<file path="src/design/pbvsb_pkg.sv">
// Package for the page bitmap vertical shift blitter.
// Holds register index codes, field widths and parameter defaults.
// No dependencies.
package pbvsb_pkg;

    localparam int DISPLAY_WIDTH_DEF     = 132;
    localparam int RAM_PAGES_DEF         = 8;
    localparam int MAX_IMAGE_COLUMNS_DEF = 256;

    localparam int STORE_DEPTH = 256;
    localparam int CFG_IDX_W   = 3;
    localparam int CFG_DATA_W  = 9;

    typedef enum logic [CFG_IDX_W-1:0] {
        REG_START_COLUMN  = 3'd0,
        REG_START_ROW     = 3'd1,
        REG_IMAGE_PAGES   = 3'd2,
        REG_IMAGE_COLUMNS = 3'd3,
        REG_INVERT_MODE   = 3'd4
    } cfg_reg_t;

endpackage

</file>
<file path="src/design/pbvsb_if.sv">
// Valid/ready channel interfaces for the page bitmap vertical shift blitter.
// Input word carries one image byte, output word one display byte with address.
// No dependencies.
interface pbvsb_pixel_if;
    logic       valid;
    logic       ready;
    logic [7:0] pixel_byte;

    modport source (output valid, output pixel_byte, input ready);
    modport sink   (input valid, input pixel_byte, output ready);
endinterface

interface pbvsb_result_if;
    logic       valid;
    logic       ready;
    logic [3:0] out_page;
    logic [7:0] out_column;
    logic [7:0] out_data;
    logic       last_of_run;

    modport source (output valid, output out_page, output out_column, output out_data,
                    output last_of_run, input ready);
    modport sink   (input valid, input out_page, input out_column, input out_data,
                    input last_of_run, output ready);
endinterface

</file>
<file path="src/design/page_bitmap_vertical_shift_blitter_core.sv">
// Stages: accepted input word in the stage-1 register, result word in the output register.
// Throughput: one input word per cycle while results are taken; an input word that yields
// both the last image page byte and the spill page byte holds the input until both are loaded.
// Reset: clears counters, pipeline valids and configuration to reset values;
// the previous-page line store is not cleared and needs no clearing pass.
// Top level; depends on pbvsb_pkg and pbvsb_if.
module page_bitmap_vertical_shift_blitter_core #(
    parameter int DISPLAY_WIDTH     = pbvsb_pkg::DISPLAY_WIDTH_DEF,
    parameter int RAM_PAGES         = pbvsb_pkg::RAM_PAGES_DEF,
    parameter int MAX_IMAGE_COLUMNS = pbvsb_pkg::MAX_IMAGE_COLUMNS_DEF
) (
    input  logic                             clk,
    input  logic                             rst_n,
    input  logic                             cfg_we,
    input  logic [pbvsb_pkg::CFG_IDX_W-1:0]  cfg_index,
    input  logic [pbvsb_pkg::CFG_DATA_W-1:0] cfg_data,
    pbvsb_pixel_if.sink                      pixels,
    pbvsb_result_if.source                   results
);

    logic [7:0] start_column_reg;
    logic [6:0] start_row_reg;
    logic [4:0] image_pages_reg;
    logic [8:0] image_columns_reg;
    logic       invert_mode_reg;
    logic       cfg_hit;

    logic [3:0] page_cnt_reg;
    logic [7:0] col_cnt_reg;
    logic [4:0] pages_eff;
    logic [8:0] cols_eff;
    logic       col_wrap;
    logic       page_wrap;
    logic       in_fire;

    logic [7:0] prev_page_store [pbvsb_pkg::STORE_DEPTH];
    logic [7:0] prev_rd_reg;

    logic       s1_valid_reg;
    logic       s1_phase_reg;
    logic [7:0] s1_byte_reg;
    logic [7:0] s1_col_reg;
    logic [3:0] s1_page_reg;
    logic       s1_last_page_reg;

    logic [2:0]  offset;
    logic [15:0] cur_shifted;
    logic [15:0] prev_shifted;
    logic [7:0]  main_data;
    logic [7:0]  extra_data;
    logic [8:0]  disp_col;
    logic [4:0]  main_page;
    logic [4:0]  extra_page;
    logic        col_ok;
    logic        need_main;
    logic        need_extra;
    logic        out_free;
    logic        load_main;
    logic        load_extra;
    logic        s1_release;

    logic       out_valid_reg;
    logic [3:0] out_page_reg;
    logic [7:0] out_column_reg;
    logic [7:0] out_data_reg;
    logic       out_last_reg;

    always_comb
    begin
        cfg_hit = 1'b0;
        if (cfg_we)
        begin
            unique case (cfg_index)
                pbvsb_pkg::REG_START_COLUMN,
                pbvsb_pkg::REG_START_ROW,
                pbvsb_pkg::REG_IMAGE_PAGES,
                pbvsb_pkg::REG_IMAGE_COLUMNS,
                pbvsb_pkg::REG_INVERT_MODE: cfg_hit = 1'b1;
                default:                    cfg_hit = 1'b0;
            endcase
        end
    end

    always_ff @(posedge clk or negedge rst_n)
    begin
        if (!rst_n)
        begin
            start_column_reg  <= 8'd0;
            start_row_reg     <= 7'd0;
            image_pages_reg   <= 5'd1;
            image_columns_reg <= 9'd1;
            invert_mode_reg   <= 1'b0;
        end
        else if (cfg_we)
        begin
            unique case (cfg_index)
                pbvsb_pkg::REG_START_COLUMN:  start_column_reg  <= cfg_data[7:0];
                pbvsb_pkg::REG_START_ROW:     start_row_reg     <= cfg_data[6:0];
                pbvsb_pkg::REG_IMAGE_PAGES:   image_pages_reg   <= cfg_data[4:0];
                pbvsb_pkg::REG_IMAGE_COLUMNS: image_columns_reg <= cfg_data[8:0];
                pbvsb_pkg::REG_INVERT_MODE:   invert_mode_reg   <= cfg_data[0];
                default:                      ;
            endcase
        end
    end

    // Clamp geometry
    always_comb
    begin
        pages_eff = image_pages_reg;
        if (image_pages_reg == 5'd0)
            pages_eff = 5'd1;
        else if (image_pages_reg > 5'd16)
            pages_eff = 5'd16;

        cols_eff = image_columns_reg;
        if (image_columns_reg == 9'd0)
            cols_eff = 9'd1;
        else if (image_columns_reg > 9'(MAX_IMAGE_COLUMNS))
            cols_eff = 9'(MAX_IMAGE_COLUMNS);
    end

    assign in_fire   = pixels.valid && pixels.ready;
    assign col_wrap  = ({1'b0, col_cnt_reg} + 9'd1) >= cols_eff;
    assign page_wrap = ({1'b0, page_cnt_reg} + 5'd1) >= pages_eff;

    always_ff @(posedge clk or negedge rst_n)
    begin
        if (!rst_n)
        begin
            page_cnt_reg <= 4'd0;
            col_cnt_reg  <= 8'd0;
        end
        else if (cfg_hit)
        begin
            page_cnt_reg <= 4'd0;
            col_cnt_reg  <= 8'd0;
        end
        else if (in_fire)
        begin
            if (col_wrap)
            begin
                col_cnt_reg  <= 8'd0;
                page_cnt_reg <= page_wrap ? 4'd0 : page_cnt_reg + 4'd1;
            end
            else
            begin
                col_cnt_reg <= col_cnt_reg + 8'd1;
            end
        end
    end

    // Read old byte and store new one at the same column
    always_ff @(posedge clk)
    begin
        if (in_fire)
        begin
            prev_rd_reg                  <= prev_page_store[col_cnt_reg];
            prev_page_store[col_cnt_reg] <= pixels.pixel_byte;
        end
    end

    always_ff @(posedge clk)
    begin
        if (in_fire)
        begin
            s1_byte_reg      <= pixels.pixel_byte;
            s1_col_reg       <= col_cnt_reg;
            s1_page_reg      <= page_cnt_reg;
            s1_last_page_reg <= page_wrap;
        end
    end

    always_comb
    begin
        offset       = start_row_reg[2:0];
        cur_shifted  = {8'h00, s1_byte_reg} << offset;
        prev_shifted = {8'h00, prev_rd_reg} << offset;
        main_data    = cur_shifted[7:0] | ((s1_page_reg != 4'd0) ? prev_shifted[15:8] : 8'h00);
        extra_data   = cur_shifted[15:8];
        disp_col     = {1'b0, start_column_reg} + {1'b0, s1_col_reg};
        main_page    = {1'b0, start_row_reg[6:3]} + {1'b0, s1_page_reg};
        extra_page   = main_page + 5'd1;
        col_ok       = disp_col < 9'(DISPLAY_WIDTH);
        need_main    = s1_valid_reg && !s1_phase_reg && col_ok
                       && (main_page < 5'(RAM_PAGES));
        need_extra   = s1_valid_reg && col_ok && (offset != 3'd0) && s1_last_page_reg
                       && (extra_page < 5'(RAM_PAGES));
        out_free     = !out_valid_reg || results.ready;
        load_main    = need_main && out_free;
        load_extra   = !need_main && need_extra && out_free;
        s1_release   = s1_valid_reg
                       && ((!need_main && !need_extra) || (out_free && !(need_main && need_extra)));
    end

    assign pixels.ready = !s1_valid_reg || s1_release;

    always_ff @(posedge clk or negedge rst_n)
    begin
        if (!rst_n)
        begin
            s1_valid_reg <= 1'b0;
            s1_phase_reg <= 1'b0;
        end
        else if (in_fire)
        begin
            s1_valid_reg <= 1'b1;
            s1_phase_reg <= 1'b0;
        end
        else if (s1_release)
        begin
            s1_valid_reg <= 1'b0;
        end
        else if (load_main)
        begin
            s1_phase_reg <= 1'b1;
        end
    end

    always_ff @(posedge clk or negedge rst_n)
    begin
        if (!rst_n)
            out_valid_reg <= 1'b0;
        else if (load_main || load_extra)
            out_valid_reg <= 1'b1;
        else if (results.ready)
            out_valid_reg <= 1'b0;
    end

    always_ff @(posedge clk)
    begin
        if (load_main)
        begin
            out_page_reg   <= main_page[3:0];
            out_column_reg <= disp_col[7:0];
            out_data_reg   <= main_data ^ {8{invert_mode_reg}};
            out_last_reg   <= !need_extra;
        end
        else if (load_extra)
        begin
            out_page_reg   <= extra_page[3:0];
            out_column_reg <= disp_col[7:0];
            out_data_reg   <= extra_data ^ {8{invert_mode_reg}};
            out_last_reg   <= 1'b1;
        end
    end

    assign results.valid       = out_valid_reg;
    assign results.out_page    = out_page_reg;
    assign results.out_column  = out_column_reg;
    assign results.out_data    = out_data_reg;
    assign results.last_of_run = out_last_reg;

endmodule

</file>
<file path="src/flat_wrapper.sv">
// flat-port wrapper written by rule: the top's interface ports become plain ports
module page_bitmap_vertical_shift_blitter_core_flat 
#(
    parameter int DISPLAY_WIDTH     = pbvsb_pkg::DISPLAY_WIDTH_DEF,
    parameter int RAM_PAGES         = pbvsb_pkg::RAM_PAGES_DEF,
    parameter int MAX_IMAGE_COLUMNS = pbvsb_pkg::MAX_IMAGE_COLUMNS_DEF
)
  (clk, rst_n, cfg_we, cfg_index, cfg_data, pixels_valid, pixels_pixel_byte, pixels_ready, results_valid, results_out_page, results_out_column, results_out_data, results_last_of_run, results_ready);
  pbvsb_pixel_if pixels_i ();
  pbvsb_result_if results_i ();
  input  logic clk;
  input  logic rst_n;
  input  logic cfg_we;
  input  logic [pbvsb_pkg::CFG_IDX_W-1:0] cfg_index;
  input  logic [pbvsb_pkg::CFG_DATA_W-1:0] cfg_data;
  input wire logic [$bits(pixels_i.valid)-1:0] pixels_valid;
  input wire logic [$bits(pixels_i.pixel_byte)-1:0] pixels_pixel_byte;
  output wire logic [$bits(pixels_i.ready)-1:0] pixels_ready;
  output wire logic [$bits(results_i.valid)-1:0] results_valid;
  output wire logic [$bits(results_i.out_page)-1:0] results_out_page;
  output wire logic [$bits(results_i.out_column)-1:0] results_out_column;
  output wire logic [$bits(results_i.out_data)-1:0] results_out_data;
  output wire logic [$bits(results_i.last_of_run)-1:0] results_last_of_run;
  input wire logic [$bits(results_i.ready)-1:0] results_ready;
  assign pixels_i.valid = pixels_valid;
  assign pixels_i.pixel_byte = pixels_pixel_byte;
  assign pixels_ready = pixels_i.ready;
  assign results_valid = results_i.valid;
  assign results_out_page = results_i.out_page;
  assign results_out_column = results_i.out_column;
  assign results_out_data = results_i.out_data;
  assign results_last_of_run = results_i.last_of_run;
  assign results_i.ready = results_ready;
  page_bitmap_vertical_shift_blitter_core #(.DISPLAY_WIDTH(DISPLAY_WIDTH), .RAM_PAGES(RAM_PAGES), .MAX_IMAGE_COLUMNS(MAX_IMAGE_COLUMNS)) u_core (.clk(clk), .rst_n(rst_n), .cfg_we(cfg_we), .cfg_index(cfg_index), .cfg_data(cfg_data), .pixels(pixels_i), .results(results_i));
endmodule
</file>
<file path="config.mk">
export PLATFORM = sky130hd
export DESIGN_NAME = page_bitmap_vertical_shift_blitter_core_flat
export DESIGN_NICKNAME = d
export VERILOG_FILES = /design/src/design/pbvsb_pkg.sv /design/src/design/pbvsb_if.sv /design/src/design/page_bitmap_vertical_shift_blitter_core.sv /design/src/flat_wrapper.sv
export SDC_FILE = /design/constraint.sdc
export NUM_CORES = 2
export LEC_CHECK = 0
export BUFFER_PORTS_ARGS = -buffer_cell sky130_fd_sc_hd__clkbuf_2
export CELL_PAD_IN_SITES_DETAIL_PLACEMENT = 0
export CELL_PAD_IN_SITES_GLOBAL_PLACEMENT = 1
export CORE_ASPECT_RATIO = 0.7
export CORE_UTILIZATION = 45
export DETAILED_ROUTE_END_ITERATION = 7
export PLACE_DENSITY = 0.62
export SETUP_SLACK_MARGIN = 0.05
export SYNTH_ARGS = -nofsm -noshare
export SYNTH_HDL_FRONTEND = slang
export SYNTH_SLANG_ARGS = --single-unit
</file>
<file path="constraint.sdc">
create_clock -name clk -period 5.2 [get_ports clk]
set_input_delay 1.04 -clock clk [delete_from_list [all_inputs] [get_ports clk]]
set_output_delay 1.04 -clock clk [all_outputs]
set_load 0.03 [all_outputs]
</file>
==> impl_metrics.env <==
export IMPL_ys_types=64
export IMPL_worstSetupEndpointType="output port"
export IMPL_rsz0062_at_grt="no"
export IMPL_power_ir_vdd_worst_mv=0.296
export IMPL_reg2reg_setup_slack_ps=600
export IMPL_final_period_minus_worst_setup_slack_ps=4820
export IMPL_path_class="reg -> out"
export IMPL_global_route_overflow_total=0
export IMPL_synth_yosys_seq_area_share_pct=75.4
export IMPL_initial_core_utilization_pct=45.6
export IMPL_tritoncts="built"
export IMPL_num_io_pins=48
export IMPL_critical_path_max_stage_delay_ps=490
export IMPL_leak_pwr_nw=26.3
export IMPL_final_layout_size_suffix_gt1_share_pct=31.2
export IMPL_numPortBuffers=47
export IMPL_synth_edff_count=1841
export IMPL_antenna_found_initial=20
export IMPL_route_antenna_remaining_nets=0
export IMPL_synth_xor_area_share_pct=0.316
export IMPL_finalMaxSlewViolations=0
export IMPL_timing_worst_slew_pin_value_ps=1090
export IMPL_grt_first_pass_wirelength_mm=274
export IMPL_post_route_clock_skew_ps=29.9
export IMPL_worstHoldPathType="in -> async"
export IMPL_synth_area_leader_cell="sky130_fd_sc_hd__edfxtp_1"
export IMPL_critPathCapture="pixels_ready"
export IMPL_insertion_delay_ps=830
export IMPL_critical_path_max_fanout=3
export IMPL_synth_net_count=3457
export IMPL_cp_required_ps=4160
export IMPL_final_setup_tns_ps=0
export IMPL_critPathTopFamily="adder cells"
export IMPL_synthesis_warnings=0
export IMPL_critical_path_cell_count=10
export IMPL_critPathBufInv=1
export IMPL_cts_made_buffers=174
export IMPL_critPathMostFrequentCell="sky130_fd_sc_hd__ha_1"
export IMPL_crit_reg2reg_capture="u_core.prev_page_store[47][3]$_DFFE_PP_"
export IMPL_chipWidth_um=489
export IMPL_period_share_pct=92.7
export IMPL_layout_cells_most_common="sky130_fd_sc_hd__edfxtp_1"
export IMPL_wire_per_inst_um=31.7
export IMPL_clkPwrFrac_pct=32.3
export IMPL_dominant_synthesized_flop_cell="sky130_fd_sc_hd__edfxtp_1"
export IMPL_avgViaCountPerCell=6.00
export IMPL_setup_violations_final=0
export IMPL_synthMuxAreaShare_pct=18.2
export IMPL_place_worst_setup_slack_ps=174
export IMPL_htreeDepth=4
export IMPL_wl_mm=191
export IMPL_synthesis_area_um2=74800
export IMPL_vias_in_the_first_global_route=36900
export IMPL_grt_start_max_net_pins=136
export IMPL_power_internal_mw=28.4
export IMPL_remaining_drc_errors=0
export IMPL_detailed_place_hpwl_mm=120
export IMPL_netSwitchingPower_mw=11.1
export IMPL_slew_limit_headroom_pct=26.8
export IMPL_hold_viol_final=0
export IMPL_place_congestion=0.846
export IMPL_initialDrtViolationCount=4218
export IMPL_power_switching_share_pct=28.1
export IMPL_largest_reg_flops=1792
export IMPL_postSynth_asyncResetShare_pct=2.39
export IMPL_final_util_pct=51.7
export IMPL_worst_r2r_startpoint="u_core.s1_page_reg[0]$_DFFE_PP_"
export IMPL_critPathArrivalTime_ps=3780
export IMPL_synth_top_family_by_area="multiplexers"
export IMPL_coreArea_um2=164000
export IMPL_count_of_hold_buffers_inserted_by_post_cts_repair=0
export IMPL_yosys_area_share_adder_pct=0.589
export IMPL_drt_pre_antenna_iters=5
export IMPL_netlist_top_cells_area="sky130_fd_sc_hd__edfxtp_1 74%, sky130_fd_sc_hd__mux4_2 17%, sky130_fd_sc_hd__dfrtp_1 1.4%"
export IMPL_status="complete, no violations"
export IMPL_synth_seq_cells=1886
export IMPL_postLayoutSetupSlackWorst_ps=380
export IMPL_track_usage_pct=23.2
export IMPL_worst_r2r_cell_count=11
export IMPL_synth_compound_gate_area_share_pct=1.02
export IMPL_synth_top_cell_area_share_pct=73.9
export IMPL_rows=124
export IMPL_syn_to_final_growth_pct=13.4
export IMPL_die_footprint_um2=168000
export IMPL_cts_path_max_buffers=3
export IMPL_fin_nets=3739
export IMPL_crit_path_start_kind="flip-flop"
export IMPL_power_share_sequential_pct=43.8
export IMPL_p_per_area_nw_per_um2=465
export IMPL_ctsRootBufferMaster="sky130_fd_sc_hd__clkbuf_16"
export IMPL_timing_critical_path_cells="ha_1, fa_1, ha_1, xor2_1, a211oi_1, a31oi_1, a221oi_1, o21ai_1, or3_1, clkbuf_2"
export IMPL_comb_power_share_pct=23.9
export IMPL_die_h_um=343
export IMPL_maxCapViolCount=0
export IMPL_layout_cells_most_common_list="1841 x sky130_fd_sc_hd__edfxtp_1, 574 x sky130_fd_sc_hd__mux4_2, 285 x sky130_fd_sc_hd__nor2_1"
export IMPL_clock_pin_slew_worst_setup_and_hold_paths_ps=60
export IMPL_critical_path_startpoint="u_core.s1_page_reg[0]$_DFFE_PP_"
export IMPL_cts_sinks=1886
export IMPL_postSynthCellCount=3398
export IMPL_crit_path_top_delay_cell="sky130_fd_sc_hd__fa_1"
export IMPL_synth_avg_cell_area_um2=22.0
export IMPL_fmax_mhz=207
export IMPL_yosys_area_share_simple_pct=3.00
export IMPL_num_vias=36200
Yosys cell counts, types with 31 or more instances:
| cell | count |
|---|---|
| sky130_fd_sc_hd__buf_1 | 31 |
| sky130_fd_sc_hd__buf_2 | 57 |
| sky130_fd_sc_hd__clkbuf_1 | 75 |
| sky130_fd_sc_hd__dfrtp_1 | 43 |
| sky130_fd_sc_hd__edfxtp_1 | 1841 |
| sky130_fd_sc_hd__ha_1 | 32 |
| sky130_fd_sc_hd__mux2_2 | 39 |
| sky130_fd_sc_hd__mux4_2 | 574 |
| sky130_fd_sc_hd__nand2_1 | 68 |
| sky130_fd_sc_hd__nand3_1 | 34 |
| sky130_fd_sc_hd__nor2_1 | 286 |
| sky130_fd_sc_hd__nor2b_1 | 32 |
routing by layer:
metal | global-route usage, % | up-vias | part of all wire (%)
li1 | - | 14800 | -
met1 | 34.7 | 19500 | 44
met2 | 33.3 | 1592 | 44
met3 | 6.74 | 265 | 9.4
met4 | 6.00 | 10 | 2.1
met5 | 0 | - | 0.033
what timing repair did:
action / CTS / global route
setup buffers: 0 / 0
resized for setup: 0 / 1
endpoints found under the setup margin: 0 / 82
how the worst min path moves through the flow:
stage / to
floorplan: u_core.s1_col_reg[3]$_DFFE_PP_
global placement: u_core.start_column_reg[2]$_DFFE_PN0P_
detailed placement: u_core.start_column_reg[5]$_DFFE_PN0P_
CTS: u_core.s1_phase_reg$_DFFE_PN0P_
global route: u_core.col_cnt_reg[5]$_DFFE_PN0P_
finish: u_core.results.valid$_DFFE_PN0P_
area by class of cell:
type                    instances  area [um^2]
diodes                          2         5.00
clock buffers                 215         4610
clock inverters               105         1010
fillers                     12800        79400
inverters                      20         75.1
multi-input cells            1296        17300
flip-flops and latches       1886        56400
well taps                    2205         2760
repair buffers                302         2600
power by group through the flow:
stage / Clock (mW) / Combinational, mW / Sequential, mW
4_1_cts: 12.9 / 9.50 / 17.3
6_report: 12.7 / 9.44 / 17.3
5_1_grt: 13.5 / 9.96 / 17.3
2_1_floorplan: 0 / 6.14 / 17.4
3_3_place_gp: 0 / 9.41 / 17.6
3_5_place_dp: 0 / 9.47 / 17.6
cells by family (layout without fill, tap and decap cells):
| logic type | after synthesis | count (layout) |
|---|---|---|
| other | 0 | 2 |
| and+or+nand+nor | 484 | 484 |
| xor gates and xnor gates | 27 | 27 |
| AOI/OAI and AO/OA | 115 | 115 |
| adders and majority gates | 34 | 34 |
| DFF | 1886 | 1886 |
| buffers and inverters | 216 | 642 |
| muxes | 636 | 636 |
through the flow:
| stage | cells | hold WS (ps) | cell area, um^2 | total power, mW |
|---|---|---|---|---|
| 2_1_floorplan | 3398 | 420 | 74800 | 23.6 |
| 3_3_place_gp | 5709 | 497 | 79200 | 27.0 |
| 3_5_place_dp | 5709 | 503 | 79200 | 27.1 |
| 4_1_cts | 6029 | 303 | 84800 | 39.7 |
| 5_1_grt | 6030 | 358 | 84800 | 40.7 |
| 6_report | 6031 | 331 | 84800 | 39.5 |
Note: power is estimated with default switching activity, not from simulation.
